## src/rtl/uvs_div.sv

```systemverilog
// Pipelined restoring divider, one quotient bit per stage.
`timescale 1ns / 1ps

module uvs_div #(
    parameter int VW = 9,
    parameter int QW = 17
) (
    input  logic             clk,
    input  logic             en,
    input  logic [VW+QW-1:0] dividend,
    input  logic [VW-1:0]    divisor,
    output logic [QW-1:0]    quotient
);

    // the user must hold the divisor steady while words are in flight; the divider does not enforce it
    for (genvar k = 0; k < QW; k++)
    begin : g_step
        logic [VW-1:0] rem_in;
        logic [QW-1:0] low_in;
        logic [QW-1:0] quo_in;
        logic [VW:0]   trial;
        logic          geq;
        logic [VW-1:0] rem_reg;
        logic [QW-1:0] low_reg;
        logic [QW-1:0] quo_reg;

        if (k == 0)
        begin : g_first
            assign rem_in = dividend[VW+QW-1:QW];
            assign low_in = dividend[QW-1:0];
            assign quo_in = '0;
        end
        else
        begin : g_next
            assign rem_in = g_step[k-1].rem_reg;
            assign low_in = g_step[k-1].low_reg;
            assign quo_in = g_step[k-1].quo_reg;
        end

        assign trial = {rem_in, low_in[QW-1]};
        assign geq   = trial >= {1'b0, divisor};

        always_ff @(posedge clk)
        begin
            if (en)
            begin
                rem_reg <= geq ? VW'(trial - {1'b0, divisor}) : trial[VW-1:0];
                low_reg <= {low_in[QW-2:0], 1'b0};
                quo_reg <= {quo_in[QW-2:0], geq};
            end
        end
    end

    assign quotient = g_step[QW-1].quo_reg;

endmodule

```

## config.mk

```make
export PLATFORM = sky130hd
export DESIGN_NAME = uvs_div
export DESIGN_NICKNAME = d
export VERILOG_FILES = /design/src/rtl/uvs_div.sv
export SDC_FILE = /design/constraint.sdc
export NUM_CORES = 1
export LEC_CHECK = 0
export BUFFER_PORTS_ARGS = -buffer_cell sky130_fd_sc_hd__buf_2
export CAP_MARGIN = 15
export CORE_UTILIZATION = 30
export CTS_CLUSTER_DIAMETER = 200
export CTS_CLUSTER_SIZE = 20
export DETAILED_ROUTE_END_ITERATION = 10
export GPL_TIMING_DRIVEN = 0
export PLACE_DENSITY = 0.43
export SETUP_SLACK_MARGIN = 0.1
export SLEW_MARGIN = 0
export SYNTH_ARGS = -nofsm -noshare
export SYNTH_HDL_FRONTEND = slang
export SYNTH_SLANG_ARGS = --single-unit
```

## constraint.sdc

```tcl
create_clock -name clk -period 4.3 [get_ports clk]
set_input_delay 0.43 -clock clk [delete_from_list [all_inputs] [get_ports clk]]
set_output_delay 0.43 -clock clk [all_outputs]
set_load 0.05 [all_outputs]
```

# Word-level counts from Yosys, hierarchy flattened
# Cells that the tools add are included.
dict set report word_totals {
  out_inout_bits 17
  reg_bits 433
  wordCells 98
}
dict set report classes {
  magnitude_cmp 17
  n_addsub 16
  muxes 16
}
# op count
set op_table {}
lappend op_table {{$ge 10x9->1} 17}
lappend op_table {{$mux 9} 16}
lappend op_table {{$sub 9x9->9} 16}

# Depth between registers and ports, before layout
dict set report logic_depth {
  depth_word 2
  depth_mapped 10
}

# Worst setup path before layout
# No wires, ideal clock.
dict set report synth_path {
  kind {input-to-reg}
  start {in divisor[1]}
  end {reg g_step[15].rem_reg[1], data pin}
  setup_time_ps 260
  cell_stages 7
  slack_ps 1115
  required_ps 4040
  arrival_ps 2925
  n_path_buf 0
  cell_sequence {inv_1 -> fa_1 -> a21o_1 -> a21oi_1 -> a311o_1 -> a22oi_4 -> mux2_2}
}
dict set report synth_between {
  elab_chain_cells 2
  elab_cells_between_ends 3
}
# element line
set synth_lines {}
lappend synth_lines {{start, declared} 11} ;# input logic [VW-1:0] divisor,
lappend synth_lines {{$ge 10x9->1} 41} ;# assign geq = trial >= {1'b0, divisor};
lappend synth_lines {{net g_step[15].geq} 22} ;# logic geq;
lappend synth_lines {{$mux 9} 47} ;# rem_reg <= geq ? VW'(trial - {1'b0, divisor}) : trial[VW-1:0];
lappend synth_lines {{end signal, assigned} 47}
lappend synth_lines {{end, declared} 23} ;# logic [VW-1:0] rem_reg;
# The timed path passes the listed nets, and every way through them passes these cells.
# A chain may end at the register's enable or synchronous reset.

# Worst setup path in the final report
dict set report layout_path {
  start {in divisor[0]}
  end {reg g_step[12].rem_reg[4], data pin}
}
dict set report layout_between {
  elab_chain_cells 2
  elab_cells_between_ends 3
}
# element line
set layout_lines {}
lappend layout_lines {{$ge 10x9->1} 41}
lappend layout_lines {{net g_step[12].geq} 22}
lappend layout_lines {{$mux 9} 47}
lappend layout_lines {{end signal, assigned} 47}
lappend layout_lines {{end, declared} 23}
# The timed path passes the listed nets, and every way through them passes these cells.

==> Flow_metrics.wiki <==
{| class="wikitable"
! Metric !! Value
|-
| Run status || completed
|-
| Endpoint arrival time on the critical path || 3360 ps
|-
| Cell count after synthesis || 1408
|-
| Total internal power || 9.95 mW
|-
| Clock insertion delay at the later pin of the skew report || 570 ps
|-
| Final setup violation count || 0
|-
| Synth warn || 0
|-
| EDFF count, synth || 433
|-
| Initial Util || 30.4%
|-
| Site Rows || between 90 and 100
|-
| Category of the worst setup path capture point || register
|-
| Area share of xor/xnor cells in the synthesized design || between 3 and 4%
|-
| Die area || between 0.07 and 0.08 mm2
|-
| Via/cell ratio || roughly 4.7
|-
| Worst slack at placement || 619 ps
|-
| Switching part of the total power || 32.7%
|-
| Leading post-synthesis cells by cell area || sky130_fd_sc_hd__edfxtp_1 62%, sky130_fd_sc_hd__ha_1 9.2%, sky130_fd_sc_hd__mux2_2 5.4%
|-
| Hpwl dp || 25800 um
|-
| P per Cell Area || ~630 mW/mm2
|-
| Filler-free cell count of the finished design || 2442
|-
| Synth unique cells || 56
|-
| Tot GR Track Use || 11.0%
|-
| Post-route DRC violation count || 0
|-
| Net switching component of the power || 4.84 mW
|-
| Crit path required time || 4620 ps
|-
| Count of fill cells added during filler insertion || between 6k and 7k
|-
| Mux share of post-synthesis cell area || under 10%
|-
| Number of cells on the worst reg-to-reg path || 9
|-
| Worst vdd rail ir drop || 294 uV
|-
| End point of the most critical hold path || g_step[0].low_reg[6]
|-
| First-pass GRT wire length || approximately 62000 um
|-
| Cell Count Post-Placement || 2402
|-
| TritonCTS clock tree || done
|-
| 1st-iter DRT viols || 666
|-
| Largest family of logic cells by synthesized area || adder cells
|-
| Source of the worst hold timing path || dividend[5]
|-
| Post-synthesis area per instance || 14.8 um2
|-
| Floorplan die width || about 270 um
|-
| Unrepaired setup endpoints after global routing || false
|-
| Antenna-violating nets left || 0
|-
| Layout Utilization || 34.0%
|-
| Adder-Cell Fraction of Synth Area || 10.7%
|-
| Terminus of the critical flop-to-flop path || g_step[12].rem_reg[4]
|-
| Number of violations of the max-capacitance limit || 0
|-
| Vert. Die Dim || 266 um
|-
| Reg power frac || 43.5%
|-
| Max Fanout on Critical Path || 17
|-
| Final layout net count || 1718
|-
| Overall via count from detail_route || 11.5k
|-
| Part of the total power dissipated in combinational logic || 40.5%
|-
| Buffers on Ports || 53
|-
| Class of the tightest hold or removal check || in -> reg
|-
| Highest achievable clock rate || 0.328 GHz
|-
| Reg clk slew, reported paths || about 90 ps
|-
| Clock share of power || 16.0%
|-
| Final routed wirelength across all metal layers || 39100 um
|-
| Setup bufs post-CTS || 0
|-
| Count of cells resized by post-cts repair || 0
|-
| Simple-gate area share of the yosys netlist || 5.08%
|-
| Startpoint of the lowest-slack register-to-register path || g_step[11].low_reg[16]
|-
| Hold-critical path depth || 1
|-
| Leading area contributor after synthesis || sky130_fd_sc_hd__edfxtp_1
|-
| Final weighted congestion of routability-driven global placement || between 0.7 and 0.8
|-
| Clock Root Buffer || sky130_fd_sc_hd__clkbuf_16
|-
| Min Clock Period, post-route || roughly 3000 ps
|-
| Slew HR || 30.0%
|-
| Grt ovf || 0
|-
| Slew at the pin closest to its max-slew limit || ~1000 ps
|-
| Number of iterations in the first detailed-routing pass || 4
|-
| I/O pin count || 54
|-
| Slew Limit Fails || 0
|-
| Worst-case clock skew || around 16 ps
|-
| CTS hold repair buffers || 14
|-
| Synth async-reset ratio || 0%
|-
| Yosys top cell area share || between 60% and 70%
|-
| Wire length per cell after detailed routing || 16.0 um
|-
| Minimum setup slack in the final design || about 1300 ps
|-
| Antenna violations before repair || 0
|-
| Clock sinks || 433
|-
| Proportion of layout cells with a drive suffix above 1 || between 10% and 20%
|-
| Syn Std Cell Area || 0.0209 mm2
|-
| Synthesized net count || 1614
|-
| Area Growth Syn to Fin || 11.9%
|-
| Type of the worst setup path || in -> reg
|-
| Primary FF master, synth || sky130_fd_sc_hd__edfxtp_1
|-
| Final period util || 70.8%
|-
| Startpoint kind of the worst setup timing path || primary input
|-
| Lkg Pwr || ~8.5 nW
|-
| Core area || 0.0687 mm2
|-
| Vias in the first global route || 11.7k
|-
| Flip-flop count of the largest register after layout || 135
|-
| Fraction of the mapped netlist area in compound gates || 10.3%
|-
| Count of final hold-check violations || 0
|-
| Worst R2R Setup Slack || between 1000 and 1500 ps
|-
| Clock buffers created by TritonCTS || 25
|-
| Longest Clk Path Bufs || 3
|-
| Post-synthesis sequential element count || 433
|-
| H-tree depth || 1
|-
| Maximum number of pins on one net before global-route repair || between 100 and 150
|-
| Diodes inserted || 0
|-
| Post-synthesis sequential area ratio || between 60 and 70%
|}
power by group through the flow:
stage               Combinational (mW)  Sequential, mW  Clock [mW]
finish                            5.99            6.43        2.37
floorplan                         4.73            6.41           0
global route                      6.72            6.54        2.66
detailed placement                6.01            6.55           0
global placement                  5.95            6.60           0
CTS                               6.08            6.45        2.55
final cells by class:
cell class              instances  area, um2  area share, %
plain buffers                   7       51.3          0.220
clock buffers                  25        626           2.68
clock inverters                 1       8.76         0.0375
inverters                      72        273           1.17
multi-input cells             896       7550           32.3
flip-flops and latches        433      13000           55.7
well taps                     931       1160           4.99
repair buffers                 77        683           2.92
through the flow:
stage	TNS [ps]	hold WS, ps	instance area [um2]	power (mW)
floorplan	0	400	20900	11.1
global placement	-1709660	400	22300	12.5
finish	0	54.2	23400	14.8
global route	0	15.7	23400	15.9
detailed placement	0	405	22600	12.6
CTS	0	7.04	23400	15.1
worst max-delay path: stages:
cell,delay [ps]
sky130_fd_sc_hd__buf_2,600
sky130_fd_sc_hd__ha_1,290
sky130_fd_sc_hd__inv_1,60
sky130_fd_sc_hd__fa_1,410
sky130_fd_sc_hd__a21oi_1,260
sky130_fd_sc_hd__o221ai_1,270
sky130_fd_sc_hd__o31ai_4,560
sky130_fd_sc_hd__inv_4,110
sky130_fd_sc_hd__mux2_4,320
synthesized netlist by cell type, types with 10 or more instances:
cell type,count
sky130_fd_sc_hd__a211oi_1,13
sky130_fd_sc_hd__a21o_1,31
sky130_fd_sc_hd__a21oi_1,101
sky130_fd_sc_hd__a31o_2,12
sky130_fd_sc_hd__edfxtp_1,433
sky130_fd_sc_hd__fa_1,16
sky130_fd_sc_hd__ha_1,153
sky130_fd_sc_hd__inv_1,71
sky130_fd_sc_hd__mux2_2,101
sky130_fd_sc_hd__mux2i_1,23
sky130_fd_sc_hd__nand2_1,35
sky130_fd_sc_hd__nand2b_1,24
sky130_fd_sc_hd__nand3_1,18
sky130_fd_sc_hd__nand4_1,22
sky130_fd_sc_hd__nor2_1,57
sky130_fd_sc_hd__nor2b_1,14
sky130_fd_sc_hd__nor3_1,10
sky130_fd_sc_hd__o21a_1,16
sky130_fd_sc_hd__o21ai_0,49
sky130_fd_sc_hd__xnor2_1,64
sky130_fd_sc_hd__xor2_1,18
logic make-up after synthesis:
group | Yosys count
compound gates | 310
xor+xnor | 82
fa+ha+maj | 169
buf+inv | 79
flops | 433
mux | 126
simple gates | 209
layer usage:
metal | track usage (%) | wire (um) | up-vias
li1 | - | - | 5685
met2 | 19.1 | 19000 | 108
met1 | 14.4 | 17900 | 5620
met3 | 1.61 | 1400 | 49
met5 | 0 | 0 | -
met4 | 2.76 | 766 | 0
how the worst max path moves through the flow:
stage | slack (ps) | start | depth (start not counted) | endpoint
floorplan | 1110 | divisor[1] | 7 | g_step[15].rem_reg[1]
global placement | -4000 | en | 1 | g_step[14].quo_reg[2]
detailed placement | 620 | divisor[0] | 9 | g_step[12].rem_reg[4]
CTS | 1250 | divisor[0] | 9 | g_step[12].rem_reg[4]
global route | 1080 | divisor[0] | 9 | g_step[12].rem_reg[6]
finish | 1250 | divisor[0] | 9 | g_step[12].rem_reg[4]
cell usage in the layout (no fill, tap or decap), types with 22 or more instances in the layout:
master and instances:
sky130_fd_sc_hd__xnor2_1 64, sky130_fd_sc_hd__edfxtp_1 433, sky130_fd_sc_hd__mux2i_1 23, sky130_fd_sc_hd__ha_1 153, sky130_fd_sc_hd__a21o_1 31, sky130_fd_sc_hd__clkbuf_16 25
sky130_fd_sc_hd__mux2_2 101, sky130_fd_sc_hd__o21ai_0 49, sky130_fd_sc_hd__nand4_1 22, sky130_fd_sc_hd__nor2_1 57, sky130_fd_sc_hd__a21oi_1 101, sky130_fd_sc_hd__nand2_1 35
sky130_fd_sc_hd__buf_2 54, sky130_fd_sc_hd__nand2b_1 24, sky130_fd_sc_hd__inv_1 70
(Power assumes the default switching activity.)
